**config.mk**
```make
export PLATFORM = sky130hd
export DESIGN_NAME = base64url_decoder_flat
export DESIGN_NICKNAME = d
export VERILOG_FILES = /design/src/sv/b64u_pkg.sv /design/src/sv/b64u_in_if.sv /design/src/sv/b64u_out_if.sv /design/src/sv/base64url_decoder.sv /design/src/sv/b64u_front.sv /design/src/sv/b64u_queue.sv /design/src/sv/b64u_back.sv /design/src/flat_wrapper.sv
export SDC_FILE = /design/constraint.sdc
export NUM_CORES = 1
export LEC_CHECK = 0
export ABC_AREA = 1
export BUFFER_PORTS_ARGS = -buffer_cell sky130_fd_sc_hd__buf_2
export CORE_UTILIZATION = 59
export CTS_BUF_LIST = sky130_fd_sc_hd__clkbuf_16
export DETAILED_ROUTE_END_ITERATION = 7
export GPL_ROUTABILITY_DRIVEN = 0
export PLACE_DENSITY = 0.86
export SYNTH_ARGS = -nofsm -noshare
export SYNTH_HDL_FRONTEND = slang
export SYNTH_HIERARCHICAL = 1
export SYNTH_SLANG_ARGS = --single-unit
```
**constraint.sdc**
```tcl
create_clock -name clk -period 2.2 [get_ports clk]
set_input_delay 0.44 -clock clk [delete_from_list [all_inputs] [get_ports clk]]
set_output_delay 0.44 -clock clk [all_outputs]
set_load 0.1 [all_outputs]
```
**src/sv/b64u_pkg.sv**
```systemverilog
`timescale 1ns / 1ps
// Package for the base64url decoder: shared types, error codes, sizes and
// the character-to-sextet mapping. No dependencies.
package b64u_pkg;

	// Default depth of the queue between front and back
	localparam int unsigned QueueDepth = 2;

	// Error codes carried in a result transaction
	typedef enum logic [1:0] {
		ERR_NONE = 2'd0,
		ERR_CHAR = 2'd1,
		ERR_LEN  = 2'd2
	} err_t;

	// Classified character as handed from front to back
	typedef struct packed {
		logic       legal;
		logic [5:0] sextet;
		logic       eos;
	} item_t;

	// One decoded result
	typedef struct packed {
		logic [7:0] data_byte;
		err_t       error_code;
		logic       final_result;
	} result_t;

	// Handshake between two internal parts
	typedef struct packed {
		logic valid;
		logic ready;
	} hs_t;

	// Map a character to {legal, sextet}; illegal characters give sextet 0
	function automatic logic [6:0] map_char(input logic [7:0] c);
		logic [7:0] d;
		logic [6:0] r;
		d = 8'd0;
		r = 7'd0;
		if (c >= 8'h41 && c <= 8'h5A) begin
			d = c - 8'h41;
			r = {1'b1, d[5:0]};
		end else if (c >= 8'h61 && c <= 8'h7A) begin
			d = c - 8'h61 + 8'd26;
			r = {1'b1, d[5:0]};
		end else if (c >= 8'h30 && c <= 8'h39) begin
			d = c - 8'h30 + 8'd52;
			r = {1'b1, d[5:0]};
		end else if (c == 8'h2B || c == 8'h2D) begin
			r = {1'b1, 6'd62};
		end else if (c == 8'h2F || c == 8'h5F) begin
			r = {1'b1, 6'd63};
		end
		return r;
	endfunction

endpackage

```
**src/sv/b64u_in_if.sv**
```systemverilog
`timescale 1ns / 1ps
// Character input channel of the base64url decoder.
// Standalone; no package needed.
interface b64u_in_if;
	logic       valid;
	logic       ready;
	logic [7:0] char_code;
	logic       end_of_string;

	modport source (output valid, output char_code, output end_of_string, input ready);
	modport sink (input valid, input char_code, input end_of_string, output ready);
endinterface

```
**src/sv/b64u_out_if.sv**
```systemverilog
`timescale 1ns / 1ps
// Decoded byte output channel of the base64url decoder.
// Standalone; no package needed.
interface b64u_out_if;
	logic       valid;
	logic       ready;
	logic [7:0] data_byte;
	logic [1:0] error_code;
	logic       final_result;

	modport source (output valid, output data_byte, output error_code,
		output final_result, input ready);
	modport sink (input valid, input data_byte, input error_code,
		input final_result, output ready);
endinterface

```
**src/sv/base64url_decoder.sv**
```systemverilog
`timescale 1ns / 1ps
// Top level of the streaming base64url decoder.
// Uses b64u_pkg, b64u_in_if, b64u_out_if, b64u_front, b64u_queue, b64u_back.
//
// Usage:
//   in_ch takes one character per transaction with end_of_string on the
//   last character of a string. out_ch gives zero or one result per
//   character: a decoded byte at group positions 1 to 3, or an error
//   (invalid character, or length mod 4 equal to one) with final_result
//   set. After an error, characters are dropped up to end of string.
//   Throughput is one character per cycle while the receiver does not
//   stall. A result passes the front classification register and the
//   queue, then the back output register presents it; entries waiting
//   ahead in the queue delay it further.
//   When the receiver stalls, the result holds in the output register,
//   the queue fills and then in_ch.ready drops; up to QUEUE_DEPTH + 2
//   characters are held in flight. Reset empties the queue, clears the
//   valid flags and returns the decoder to group position zero.
module base64url_decoder #(
	parameter int unsigned QUEUE_DEPTH = b64u_pkg::QueueDepth
) (
	input  logic  clk,
	input  logic  arst_n,
	b64u_in_if.sink    in_ch,
	b64u_out_if.source out_ch
);

	b64u_pkg::item_t front_item;
	b64u_pkg::item_t q_item;
	b64u_pkg::hs_t   push;
	logic            push_ready;
	logic            q_valid;
	logic            q_ready;

	b64u_front u_front (
		.clk        (clk),
		.arst_n     (arst_n),
		.in_ch      (in_ch),
		.item       (front_item),
		.push       (push),
		.push_ready (push_ready)
	);

	b64u_queue #(
		.DEPTH (QUEUE_DEPTH)
	) u_queue (
		.clk      (clk),
		.arst_n   (arst_n),
		.wr_item  (front_item),
		.wr_valid (push.valid),
		.wr_ready (push_ready),
		.rd_item  (q_item),
		.rd_valid (q_valid),
		.rd_ready (q_ready)
	);

	b64u_back u_back (
		.clk        (clk),
		.arst_n     (arst_n),
		.item       (q_item),
		.item_valid (q_valid),
		.item_ready (q_ready),
		.out_ch     (out_ch)
	);

endmodule

```
**src/sv/b64u_front.sv**
```systemverilog
`timescale 1ns / 1ps
// Front part: accepts characters, classifies them through the alphabet
// table and registers the classified item. Uses b64u_pkg and b64u_in_if.
module b64u_front (
	input  logic              clk,
	input  logic              arst_n,
	b64u_in_if.sink           in_ch,
	output b64u_pkg::item_t   item,
	output b64u_pkg::hs_t     push,
	input  logic              push_ready
);

	logic            v_s1;
	b64u_pkg::item_t item_s1;
	logic [6:0]      map;
	logic            take;

	// Stage may load when empty or when its content moves on
	assign in_ch.ready = !v_s1 || push_ready;
	assign take        = in_ch.valid && in_ch.ready;
	assign map         = b64u_pkg::map_char(in_ch.char_code);

	// Classified-item register
	always_ff @(posedge clk or negedge arst_n) begin
		if (!arst_n) begin
			v_s1 <= 1'b0;
		end else if (in_ch.ready) begin
			v_s1 <= in_ch.valid;
		end
	end

	always_ff @(posedge clk) begin
		if (take) begin
			item_s1.legal  <= map[6];
			item_s1.sextet <= map[5:0];
			item_s1.eos    <= in_ch.end_of_string;
		end
	end

	assign item       = item_s1;
	assign push.valid = v_s1;
	assign push.ready = push_ready;

endmodule

```
**src/sv/b64u_queue.sv**
```systemverilog
`timescale 1ns / 1ps
// Short FIFO of classified items between front and back.
// Uses b64u_pkg for the item type.
module b64u_queue #(
	parameter int unsigned DEPTH = b64u_pkg::QueueDepth
) (
	input  logic            clk,
	input  logic            arst_n,
	input  b64u_pkg::item_t wr_item,
	input  logic            wr_valid,
	output logic            wr_ready,
	output b64u_pkg::item_t rd_item,
	output logic            rd_valid,
	input  logic            rd_ready
);

	localparam int unsigned AW = (DEPTH > 1) ? $clog2(DEPTH) : 1;
	localparam int unsigned CW = $clog2(DEPTH + 1);
	localparam logic [AW-1:0] LastPtr = AW'(DEPTH - 1);
	localparam logic [CW-1:0] FullCnt = CW'(DEPTH);

	b64u_pkg::item_t mem_q [DEPTH];
	logic [AW-1:0]   wptr_q;
	logic [AW-1:0]   rptr_q;
	logic [CW-1:0]   cnt_q;
	logic            wr;
	logic            rd;

	assign wr_ready = (cnt_q != FullCnt);
	assign rd_valid = (cnt_q != '0);
	assign wr       = wr_valid && wr_ready;
	assign rd       = rd_valid && rd_ready;
	assign rd_item  = mem_q[rptr_q];

	// Pointers and fill count
	always_ff @(posedge clk or negedge arst_n) begin
		if (!arst_n) begin
			wptr_q <= '0;
			rptr_q <= '0;
			cnt_q  <= '0;
		end else begin
			if (wr) begin
				wptr_q <= (wptr_q == LastPtr) ? '0 : wptr_q + 1'b1;
			end
			if (rd) begin
				rptr_q <= (rptr_q == LastPtr) ? '0 : rptr_q + 1'b1;
			end
			if (wr && !rd) begin
				cnt_q <= cnt_q + 1'b1;
			end else if (rd && !wr) begin
				cnt_q <= cnt_q - 1'b1;
			end
		end
	end

	// Storage
	always_ff @(posedge clk) begin
		if (wr) begin
			mem_q[wptr_q] <= wr_item;
		end
	end

	// Fill count never passes the depth
	a_cnt_bound: assert property (@(posedge clk) disable iff (!arst_n)
		cnt_q <= FullCnt)
		else $error("queue count above depth");

endmodule

```
**src/sv/b64u_back.sv**
```systemverilog
`timescale 1ns / 1ps
// Back part: group position tracking, byte assembly, error handling and
// the output register. Uses b64u_pkg and b64u_out_if.
module b64u_back (
	input  logic            clk,
	input  logic            arst_n,
	input  b64u_pkg::item_t item,
	input  logic            item_valid,
	output logic            item_ready,
	b64u_out_if.source      out_ch
);

	logic [1:0]        pos_q;
	logic [5:0]        prev_q;
	logic              failed_q;
	logic              ov_q;
	b64u_pkg::result_t res_q;

	logic              pop;
	logic              emit;
	b64u_pkg::result_t res;
	logic [1:0]        pos_d;
	logic [5:0]        prev_d;
	logic              failed_d;

	assign item_ready = !ov_q || out_ch.ready;
	assign pop        = item_valid && item_ready;

	// Next state and result for the item at the head of the queue
	always_comb begin
		emit             = 1'b0;
		res.data_byte    = 8'd0;
		res.error_code   = b64u_pkg::ERR_NONE;
		res.final_result = item.eos;
		pos_d            = pos_q;
		prev_d           = prev_q;
		failed_d         = failed_q;
		if (failed_q) begin
			// dropping until end of string
		end else if (!item.legal) begin
			emit             = 1'b1;
			res.error_code   = b64u_pkg::ERR_CHAR;
			res.final_result = 1'b1;
			failed_d         = 1'b1;
		end else begin
			emit   = 1'b1;
			prev_d = item.sextet;
			unique case (pos_q)
				2'd0: begin
					if (item.eos) begin
						res.error_code   = b64u_pkg::ERR_LEN;
						res.final_result = 1'b1;
					end else begin
						emit = 1'b0;
					end
					pos_d = 2'd1;
				end
				2'd1: begin
					res.data_byte = {prev_q, item.sextet[5:4]};
					pos_d         = 2'd2;
				end
				2'd2: begin
					res.data_byte = {prev_q[3:0], item.sextet[5:2]};
					pos_d         = 2'd3;
				end
				default: begin
					res.data_byte = {prev_q[1:0], item.sextet};
					pos_d         = 2'd0;
				end
			endcase
		end
		// end of string restores the reset state
		if (item.eos) begin
			pos_d    = 2'd0;
			prev_d   = 6'd0;
			failed_d = 1'b0;
		end
	end

	// Decoder state
	always_ff @(posedge clk or negedge arst_n) begin
		if (!arst_n) begin
			pos_q    <= 2'd0;
			prev_q   <= 6'd0;
			failed_q <= 1'b0;
		end else if (pop) begin
			pos_q    <= pos_d;
			prev_q   <= prev_d;
			failed_q <= failed_d;
		end
	end

	// Output register
	always_ff @(posedge clk or negedge arst_n) begin
		if (!arst_n) begin
			ov_q <= 1'b0;
		end else if (item_ready) begin
			ov_q <= pop && emit;
		end
	end

	always_ff @(posedge clk) begin
		if (pop && emit) begin
			res_q <= res;
		end
	end

	assign out_ch.valid        = ov_q;
	assign out_ch.data_byte    = res_q.data_byte;
	assign out_ch.error_code   = res_q.error_code;
	assign out_ch.final_result = res_q.final_result;

	// Error results are final and carry a zero byte
	a_err_final: assert property (@(posedge clk) disable iff (!arst_n)
		ov_q && res_q.error_code != b64u_pkg::ERR_NONE
		|-> res_q.final_result && res_q.data_byte == 8'd0)
		else $error("error result not final or nonzero byte");

	// End of string returns the state to its reset value
	a_eos_reset: assert property (@(posedge clk) disable iff (!arst_n)
		pop && item.eos |=> pos_q == 2'd0 && prev_q == 6'd0 && !failed_q)
		else $error("state not cleared after end of string");

	// A stalled result stays in place
	a_hold: assert property (@(posedge clk) disable iff (!arst_n)
		ov_q && !out_ch.ready |=> ov_q && $stable(res_q))
		else $error("stalled result changed");

endmodule

```
**src/flat_wrapper.sv**
```systemverilog
// flat-port wrapper written by rule: the top's interface ports become plain ports
module base64url_decoder_flat 
#(
	parameter int unsigned QUEUE_DEPTH = b64u_pkg::QueueDepth
)
  (clk, arst_n, in_ch_valid, in_ch_char_code, in_ch_end_of_string, in_ch_ready, out_ch_valid, out_ch_data_byte, out_ch_error_code, out_ch_final_result, out_ch_ready);
  b64u_in_if in_ch_i ();
  b64u_out_if out_ch_i ();
  input  logic clk;
  input  logic arst_n;
  input wire logic [$bits(in_ch_i.valid)-1:0] in_ch_valid;
  input wire logic [$bits(in_ch_i.char_code)-1:0] in_ch_char_code;
  input wire logic [$bits(in_ch_i.end_of_string)-1:0] in_ch_end_of_string;
  output wire logic [$bits(in_ch_i.ready)-1:0] in_ch_ready;
  output wire logic [$bits(out_ch_i.valid)-1:0] out_ch_valid;
  output wire logic [$bits(out_ch_i.data_byte)-1:0] out_ch_data_byte;
  output wire logic [$bits(out_ch_i.error_code)-1:0] out_ch_error_code;
  output wire logic [$bits(out_ch_i.final_result)-1:0] out_ch_final_result;
  input wire logic [$bits(out_ch_i.ready)-1:0] out_ch_ready;
  assign in_ch_i.valid = in_ch_valid;
  assign in_ch_i.char_code = in_ch_char_code;
  assign in_ch_i.end_of_string = in_ch_end_of_string;
  assign in_ch_ready = in_ch_i.ready;
  assign out_ch_valid = out_ch_i.valid;
  assign out_ch_data_byte = out_ch_i.data_byte;
  assign out_ch_error_code = out_ch_i.error_code;
  assign out_ch_final_result = out_ch_i.final_result;
  assign out_ch_i.ready = out_ch_ready;
  base64url_decoder #(.QUEUE_DEPTH(QUEUE_DEPTH)) u_core (.clk(clk), .arst_n(arst_n), .in_ch(in_ch_i), .out_ch(out_ch_i));
endmodule
```
==> metrics.yaml, run 1 <==
status:
  status: "finished clean"
global_routing:
  grt_pass1_vias: 2190
  globalRoute.busiestLayer: "met2"
  grt.met2_usage_pct: 42.4
  grtUsageTotal_pct: 22.7
  grt-ovfl-total: 0
  grtUsageMet3_pct: 3.87
  grt_antenna_before_repair: 0
  grt_start_max_net_pins: 17
  grt_first_pass_wirelength_um: 9180
  use_met1_pct: 24.3
setup_path:
  worstSetupStartpoint: "u_core/u_queue/cnt_q[0]$_DFFE_PN0P_"
  critical_path_at_ns: 1.38
  r2r_start: "u_core/u_queue/rptr_q$_DFFE_PN0P_"
  crit_type: "reg2out"
  timing.critical_path.from_type: "register"
  r2r_end: "u_core/u_back/out_ch.data_byte[3]$_SDFFCE_PP0P_"
  worst_setup_path_end_kind: "output port"
  setup.reg_to_reg.worst_slack_ns: 0.44
  worstPathMaxFanout: 3
  timing.reg2reg.worst_path_depth: 7
  timing.critical_path.required_ns: 1.76
sta:
  max_clock_freq_mhz: 550
  rsz_0062_raised_after_global_routing: "no"
  finalHoldViolations: 0
  final.period_utilization_pct: 82.7
  setup_tns_ns: 0
  timing_worst_slew_pin_value_ns: 0.636
  worst_slew_margin_rel_pct: 57.5
  timing.clock.skew_ns: 0.00545
  number_of_pins_with_negative_max_slew_slack_in_the_final_report: 0
  layout_min_cycle_time_ns: 1.82
  total_of_endpoints_with_negative_setup_slack_in_the_final_report: 0
clock_tree:
  clockBufferDepth: 2
  cts_sinks: 50
  cts-root-buf: "sky130_fd_sc_hd__clkbuf_16"
  ctsHoldBuffers: 0
  insertion_delay_ns: 0.29
  clock_tree_from_tritoncts: "built"
  postCtsSetupRepairBufs: 0
  cts_htree_levels: 2
  clk_pin_slew_ns: 0.06
  numCtsBuffers: 5
  post_cts_resize_count: 0
final_layout:
  finish.instance_area_um2: 3280
  layout-area-overhead-vs-synth_pct: 11.6
  fraction_of_layout_cells_with_a_size_suffix_above_1_pct: 16.3
  fin_util_pct: 69.1
  count_of_placed_standard_cells_in_the_final_layout_fillers_left_out: 447
  layout.cells.most_common: "sky130_fd_sc_hd__nand2_1"
  commonest_non_fill_non_tap_cells_in_the_layout: "115 x sky130_fd_sc_hd__nand2_1, 35 x sky130_fd_sc_hd__edfxtp_1, 33 x sky130_fd_sc_hd__inv_1"
  final_nets: 406
  antenna-diode-count: 0
  num-fill-cells: 366
power_and_ir_drop:
  cellLeakagePower_nw: 1.60
  post-layout-total-power_mw: 4.78
  irDropWorstVdd_v: 0.000687
  p_per_area_nw_per_um2: 1460
synth:
  synthCells: 353
  ys.warnings.count: 6
  synth.net_count: 380
  syn-mean-instance-area_um2: 8.34
  synth_area_um2: 2940
floorplanning:
  design.core.area_um2: 4750
  die_area_um2: 5270
  initial_utilization_pct: 61.9
  placement_rows: 25
  floorplan.io_pins: 26
  die_y_um: 72.6
  chipWidth_um: 72.6
detailed_routing:
  detail_route.drc_violations: 0
  drt_wl_total_um: 5430
  antenna_left: 0
  number_of_iterations_in_the_first_detailed_routing_pass: 4
  wire_per_inst_um: 12.1
  initialDrtViolationCount: 177
  dr_total_vias: 2350
  avgViaCountPerCell: 5.26
placed_design:
  dp_hpwl_um: 3970
  io_buffers: 25
  placed_cells: 439
  placement.cell_area_um2: 3110
min_path:
  worst_hold_path_type: "in2async"
job:
  drv.max_cap_violation_count: 0
## layer usage
metal / up-vias / wire, um
met3: 23 / 256
met1: 1038 / 2050
met4: 0 / 189
li1: 1187 / -
met5: - / 0
met2: 102 / 2930
## stage by stage
stage	setup slack (ns)	hold slack, ns
after floorplan	0.150	0.144
after global placement	0.248	0.365
after detailed placement	0.164	0.371
after CTS	0.371	0.0646
after global routing	0.307	0.0837
final	0.381	0.0532
## how the worst max path moves through the flow
| stage | cells past startpoint | to | slack [ns] |
|---|---|---|---|
| after floorplan | 3 | u_core/u_back/out_ch.data_byte[0]$_SDFFCE_PP0P_ | 0.15 |
| after global placement | 9 | u_core/u_front/item[7]$_SDFFCE_PP1P_ | 0.25 |
| after detailed placement | 9 | u_core/u_front/item[7]$_SDFFCE_PP1P_ | 0.16 |
| after CTS | 5 | in_ch_ready | 0.37 |
| after global routing | 5 | in_ch_ready | 0.31 |
| final | 5 | in_ch_ready | 0.38 |
## sequential cells by signal (all words and copies together) (netlist names)
register	count
u_core/u_back/failed_q	1
u_core/u_back/out_ch.data_byte	8
u_core/u_back/out_ch.error_code	2
u_core/u_back/out_ch.final_result	1
u_core/u_back/out_ch.valid	1
u_core/u_back/pos_q	2
u_core/u_back/prev_q	6
u_core/u_front/item	8
u_core/u_front/v_s1	1
u_core/u_queue/cnt_q	2
u_core/u_queue/mem_q	16
u_core/u_queue/rptr_q	1
u_core/u_queue/wptr_q	1
## power by group
group	internal, mW	total (mW)	switching (mW)
combinational	0.508	2.31	1.80
clock	0.535	0.858	0.323
sequential	1.43	1.61	0.184
total	2.47	4.78	2.31
## worst max-delay path, cell delays in order, from the launching register on
cell and delay (ns):
sky130_fd_sc_hd__dfrtp_1 0.40, sky130_fd_sc_hd__inv_2 0.08, sky130_fd_sc_hd__nand2_4 0.07, sky130_fd_sc_hd__inv_1 0.05, sky130_fd_sc_hd__nand2_1 0.07, sky130_fd_sc_hd__buf_2 0.42
## area by class of cell
class | instances | area, um2 | area share (%)
sequential | 50 | 1430 | 43.4
clock inverter | 3 | 45.0 | 1.37
tap | 67 | 83.8 | 2.55
inverter | 43 | 163 | 4.95
multi-input combinational | 251 | 1290 | 39.4
clock buffer | 5 | 125 | 3.81
timing repair buffer | 28 | 148 | 4.50
Note: power is estimated with default switching activity, not from simulation.
==> run 2, diff against run 1 <==
Clock period 2.2 ns to 1.85 ns, I/O delays scaled along.
==> run 2 against run 1 <==
Effect of this change:
- wire length grew 4.5%
- global-route usage grew 1.2 points
- clock power grew 19%
- flip-flop and latch count is the same
- clock skew shrank 0.0011 ns
- first-iteration DRC count grew 1.1%
- sequential share of layout area shrank 1.1 points
- combinational power grew 23%
- count of clock-buffer cells in the layout is the same
- critical path depth is the same
- critical path type unchanged
==> metrics.yaml, run 2 (synthesis gave the netlist of run 1 again) <==
detailed_routing:
  initialDrtViolationCount: 179
  dr_total_vias: 2404
  met2WireLength_um: 3130
  wire_per_inst_um: 12.4
  avgViaCountPerCell: 5.25
  highest-signal-layer: "met4"
  drt_wl_total_um: 5670
  dr_wl_met3_um: 253
  detail_route.drc_violations: 0
  route.layer.met1.wl_um: 2110
  antenna_left: 0
  number_of_iterations_in_the_first_detailed_routing_pass: 5
power_and_ir_drop:
  swShare_pct: 47.5
  p_clk_share_pct: 17.7
  p_per_area_nw_per_um2: 1700
  seqPwrFrac_pct: 33.1
  switchingPower_mw: 2.73
  irDropWorstVdd_v: 0.00112
  cellLeakagePower_nw: 1.65
  power_frac_comb_pct: 49.2
  power_report.internal_total_mw: 3.02
clock_tree:
  cts_htree_levels: 2
  post_cts_resize_count: 0
  postCtsSetupRepairBufs: 0
  clk_pin_slew_ns: 0.06
  cts-root-buf: "sky130_fd_sc_hd__clkbuf_16"
  cts_sinks: 50
  clockBufferDepth: 2
  numCtsBuffers: 5
  clock_tree_from_tritoncts: "built"
  insertion_delay_ns: 0.29
sta:
  max_clock_freq_mhz: 574
  total_of_endpoints_with_negative_setup_slack_in_the_final_report: 0
  number_of_pins_with_negative_max_slew_slack_in_the_final_report: 0
  timing.clock.skew_ns: 0.00435
  final.period_utilization_pct: 94.2
  layout_min_cycle_time_ns: 1.74
  timing_worst_slew_pin_value_ns: 0.586
  worst_slew_margin_rel_pct: 60.9
  hold_ws_ns: 0.259
  setup_tns_ns: 0
  finalHoldViolations: 0
  rsz_0062_raised_after_global_routing: "no"
  timing.final.ws_setup_ns: 0.107
final_layout:
  antenna-diode-count: 0
  footprint_of_the_multi_input_gates_um2: 1300
  seq_area_um2: 1430
  fin_util_pct: 70.9
  most_flops_register: "u_core/u_queue/mem_q"
  layout.cells.most_common: "sky130_fd_sc_hd__nand2_1"
  flip_flop_count_of_the_largest_register_after_layout: 16
  final_nets: 417
  num-fill-cells: 392
  commonest_non_fill_non_tap_cells_in_the_layout: "115 x sky130_fd_sc_hd__nand2_1, 35 x sky130_fd_sc_hd__edfxtp_1, 33 x sky130_fd_sc_hd__inv_1"
  layout-area-overhead-vs-synth_pct: 14.6
  fraction_of_layout_cells_with_a_size_suffix_above_1_pct: 18.9
  finish.instance_area_um2: 3370
setup_path:
  critical_path_at_ns: 1.37
  timing.critical_path.required_ns: 1.48
  worstPathMaxFanout: 3
  timing.critical_path.from_type: "register"
  crit_type: "reg2out"
  worst_setup_path_end_kind: "output port"
  setup.reg_to_reg.worst_slack_ns: 0.14
global_routing:
  grt_pass1_vias: 2262
  grt_first_pass_wirelength_um: 9550
  grt_antenna_before_repair: 0
  grt_start_max_net_pins: 17
  grt-ovfl-total: 0
  grtUsageTotal_pct: 23.9
floorplanning:
  die_area_um2: 5270
  placement_rows: 25
  design.core.area_um2: 4750
  initial_utilization_pct: 61.9
  die_y_um: 72.6
  floorplan.io_pins: 26
  chipWidth_um: 72.6
placed_design:
  pre_cts_ws_ns: -0.0364
  placement.cell_area_um2: 3190
  io_buffers: 25
  dp_hpwl_um: 4300
status:
  status: "finished clean"
min_path:
  worst_hold_path_type: "in2reg"
job:
  drv.max_cap_violation_count: 0
==> run 2: per-layer routing <==
| metal | global-route usage, % | vias to the layer above |
|---|---|---|
| met4 | 13.1 | 0 |
| met5 | 0 | - |
| met2 | 46.5 | 92 |
| met1 | 24.2 | 1092 |
| li1 | - | 1202 |
| met3 | 3.73 | 18 |
==> run 2: layout make-up <==
cell class | count | share of cell area, %
Clock buffer | 5 | 3.71
Clock inverter | 3 | 1.34
Inverter | 43 | 4.82
Multi-Input combinational cell | 251 | 38.4
Sequential cell | 50 | 42.3
Tap cell | 67 | 2.49
Timing Repair Buffer | 39 | 6.90
==> run 2: final timing paths <==
path / start / to / cells past startpoint
max in group asynchronous: arst_n / u_core/u_back/out_ch.valid$_DFFE_PN0P_ / 2
worst max-delay path: u_core/u_queue/cnt_q[0]$_DFFE_PN0P_ / in_ch_ready / 5
worst min register to register: u_core/u_front/item[1]$_DFFE_PP_ / u_core/u_queue/mem_q[0][1]$_DFFE_PP_ / 0
worst max register to register: u_core/u_back/pos_q[1]$_DFFE_PN0P_ / u_core/u_back/out_ch.data_byte[7]$_SDFFCE_PP0P_ / 5
min in group asynchronous: arst_n / u_core/u_back/pos_q[0]$_DFFE_PN0P_ / 2
worst min-delay path: in_ch_end_of_string / u_core/u_front/item[0]$_DFFE_PP_ / 1
==> run 2: through the flow <==
stage	instances	total power, mW
4_1_cts	458	5.77
6_report	458	5.74
3_3_place_gp	449	4.64
2_1_floorplan	353	4.18
5_1_grt	458	6.10
3_5_place_dp	449	4.74
==> run 2: what timing repair did <==
item | in CTS | in global routing
endpoints found under the hold margin | 15 | 0
hold buffers | 1 | 0
endpoints found under the setup margin | 0 | 0
==> run 2: power groups by stage <==
| stage | clock network, mW | registers, mW | logic (mW) |
|---|---|---|---|
| floorplan | 0 | 2.82 | 1.36 |
| global placement | 0 | 1.90 | 2.75 |
| detailed placement | 0 | 1.93 | 2.81 |
| CTS | 1.04 | 1.91 | 2.83 |
| global route | 1.08 | 1.95 | 3.08 |
| finish | 1.02 | 1.90 | 2.83 |
==> run 2: critical path, stage by stage (launching register included) <==
cell and delay, ns:
sky130_fd_sc_hd__dfrtp_1 0.40, sky130_fd_sc_hd__inv_2 0.08, sky130_fd_sc_hd__nand2_4 0.07, sky130_fd_sc_hd__inv_1 0.05
sky130_fd_sc_hd__nand2_1 0.07, sky130_fd_sc_hd__buf_2 0.42
==> run 3, diff against run 2 <==
Settings changed: CORE_MARGIN set to 2, MAX_ROUTING_LAYER set to met4.
==> run 3 against run 2 <==
Effect of this change:
- setup slack got worse by 0.021 ns
- register-to-register slack better by 0.08 ns
- total power is 0.92% higher
- sequential power hardly changed
- count of clock-buffer cells in the layout unchanged
- non-clock buffer count unchanged
- clock skew shrank 0.00088 ns
==> metrics.yaml, run 3 (synthesis gave the netlist of run 1 again) <==
clock_tree:
  clock_tree_from_tritoncts: "built"
  numCtsBuffers: 5
  clockBufferDepth: 2
  clk_pin_slew_ns: 0.06
  cts-root-buf: "sky130_fd_sc_hd__clkbuf_16"
  insertion_delay_ns: 0.29
  postCtsSetupRepairBufs: 0
  cts_htree_levels: 2
  cts_sinks: 50
floorplanning:
  placement_rows: 25
  floorplan.io_pins: 26
  initial_utilization_pct: 61.9
  die_y_um: 74.6
  design.core.area_um2: 4750
  die_area_um2: 5570
  chipWidth_um: 74.6
sta:
  rsz_0062_raised_after_global_routing: "no"
  worst_slew_margin_rel_pct: 67.5
  layout_min_cycle_time_ns: 1.76
  number_of_pins_with_negative_max_slew_slack_in_the_final_report: 0
  timing_worst_slew_pin_value_ns: 0.490
  timing.clock.skew_ns: 0.00347
  max_clock_freq_mhz: 567
  total_of_endpoints_with_negative_setup_slack_in_the_final_report: 0
  setup_tns_ns: 0
  finalHoldViolations: 0
  final.period_utilization_pct: 95.3
  hold_ws_ns: 0.259
  timing.final.ws_setup_ns: 0.0863
global_routing:
  grt_first_pass_wirelength_um: 9740
  grt-ovfl-total: 0
  grt_start_max_net_pins: 17
  grt_pass1_vias: 2299
  grtUsageTotal_pct: 23.7
  grt_antenna_before_repair: 0
power_and_ir_drop:
  irDropWorstVdd_v: 0.00108
  p_per_area_nw_per_um2: 1720
  power_frac_comb_pct: 49.5
  seqPwrFrac_pct: 32.8
  p_clk_share_pct: 17.7
  power_report.internal_total_mw: 3.02
  cellLeakagePower_nw: 1.65
  switchingPower_mw: 2.77
  post-layout-total-power_mw: 5.80
  swShare_pct: 47.8
placed_design:
  io_buffers: 25
  pre_cts_ws_ns: -0.0464
  dp_hpwl_um: 4310
setup_path:
  setup.reg_to_reg.worst_slack_ns: 0.22
  worstPathMaxFanout: 3
  critical_path_at_ns: 1.39
  worst_setup_path_end_kind: "output port"
  r2r_end: "u_core/u_back/out_ch.data_byte[2]$_SDFFCE_PP0P_"
  timing.critical_path.required_ns: 1.48
  crit_type: "reg2out"
  timing.reg2reg.worst_path_depth: 5
  critical_path.endpoint: "in_ch_ready"
  worstSetupStartpoint: "u_core/u_queue/cnt_q[0]$_DFFE_PN0P_"
  timing.critical_path.from_type: "register"
  r2r_start: "u_core/u_back/pos_q[0]$_DFFE_PN0P_"
final_layout:
  layout-area-overhead-vs-synth_pct: 14.8
  flip_flop_count_of_the_largest_register_after_layout: 16
  commonest_non_fill_non_tap_cells_in_the_layout: "115 x sky130_fd_sc_hd__nand2_1, 35 x sky130_fd_sc_hd__edfxtp_1, 33 x sky130_fd_sc_hd__inv_1"
  antenna-diode-count: 0
  final_nets: 417
  layout.cells.most_common: "sky130_fd_sc_hd__nand2_1"
  fraction_of_layout_cells_with_a_size_suffix_above_1_pct: 18.9
  num-fill-cells: 388
  most_flops_register: "u_core/u_queue/mem_q"
detailed_routing:
  highest-signal-layer: "met4"
  avgViaCountPerCell: 5.24
  initialDrtViolationCount: 106
  drt_wl_total_um: 5770
  dr_total_vias: 2399
  antenna_left: 0
  met2WireLength_um: 3280
  number_of_iterations_in_the_first_detailed_routing_pass: 4
  dr_wl_met3_um: 212
  detail_route.drc_violations: 0
  route.layer.met1.wl_um: 2140
  wire_per_inst_um: 12.6
status:
  status: "finished clean"
job:
  drv.max_cap_violation_count: 0
min_path:
  worst_hold_path_type: "in2reg"
  timing.hold.worst.start: "in_ch_end_of_string"
run 3: cell counts in the layout (fill, tap and decap cells not counted):
No cell type changed its count.
run 3: area by class of cell:
| type | count | area, um2 | area share (%) |
|---|---|---|---|
| well taps | 67 | 83.8 | 2.48 |
| repair buffers | 39 | 233 | 6.89 |
| multi-input cells | 251 | 1300 | 38.5 |
| clock inverters | 3 | 45.0 | 1.33 |
| flip-flops and latches | 50 | 1430 | 42.3 |
| inverters | 43 | 163 | 4.81 |
| clock buffers | 5 | 125 | 3.70 |
run 3: worst max-delay path, cell delays in order (launching register included):
cell and delay (ns):
sky130_fd_sc_hd__dfrtp_1 0.41, sky130_fd_sc_hd__inv_2 0.08, sky130_fd_sc_hd__nand2_4 0.07, sky130_fd_sc_hd__inv_1 0.05, sky130_fd_sc_hd__nand2_1 0.07, sky130_fd_sc_hd__buf_2 0.43
run 3: what timing repair did:
action,in CTS,in global routing
endpoints found under the hold margin,15,0
gates resized for setup,0,1
endpoints found under the setup margin,0,11
hold buffers,1,0
run 3: power groups by stage:
stage / Sequential, mW / Clock (mW) / Combinational (mW)
4_1_cts: 1.90 / 1.05 / 2.86
5_1_grt: 1.95 / 1.09 / 3.11
6_report: 1.90 / 1.03 / 2.87
3_5_place_dp: 1.92 / 0 / 2.84
3_3_place_gp: 1.90 / 0 / 2.76
2_1_floorplan: 2.82 / 0 / 1.36
run 3: how the worst min path moves through the flow:
stage / endpoint / slack (ns) / cells past startpoint
2_1_floorplan: u_core/u_back/failed_q$_DFFE_PN0P_ / 0.07 / 0
3_3_place_gp: u_core/u_back/pos_q[0]$_DFFE_PN0P_ / 0.29 / 1
3_5_place_dp: u_core/u_back/pos_q[0]$_DFFE_PN0P_ / 0.30 / 1
4_1_cts: u_core/u_front/item[0]$_DFFE_PP_ / 0.25 / 1
5_1_grt: u_core/u_front/item[0]$_DFFE_PP_ / 0.24 / 1
6_report: u_core/u_front/item[0]$_DFFE_PP_ / 0.26 / 1
run 3: layer usage:
layer | up-vias | track usage [%]
met5 | - | -
met4 | 0 | 12.3
met3 | 16 | 4.15
met2 | 72 | 44.7
met1 | 1107 | 22.9
li1 | 1204 | -
run 3: through the flow:
step	instances	utilization, %	instance area [um2]
2_1_floorplan	353	-	2950
3_5_place_dp	449	67.2	3190
3_3_place_gp	449	67.2	3190
6_report	458	71.1	3380
4_1_cts	458	70.9	3370
5_1_grt	458	71.1	3380
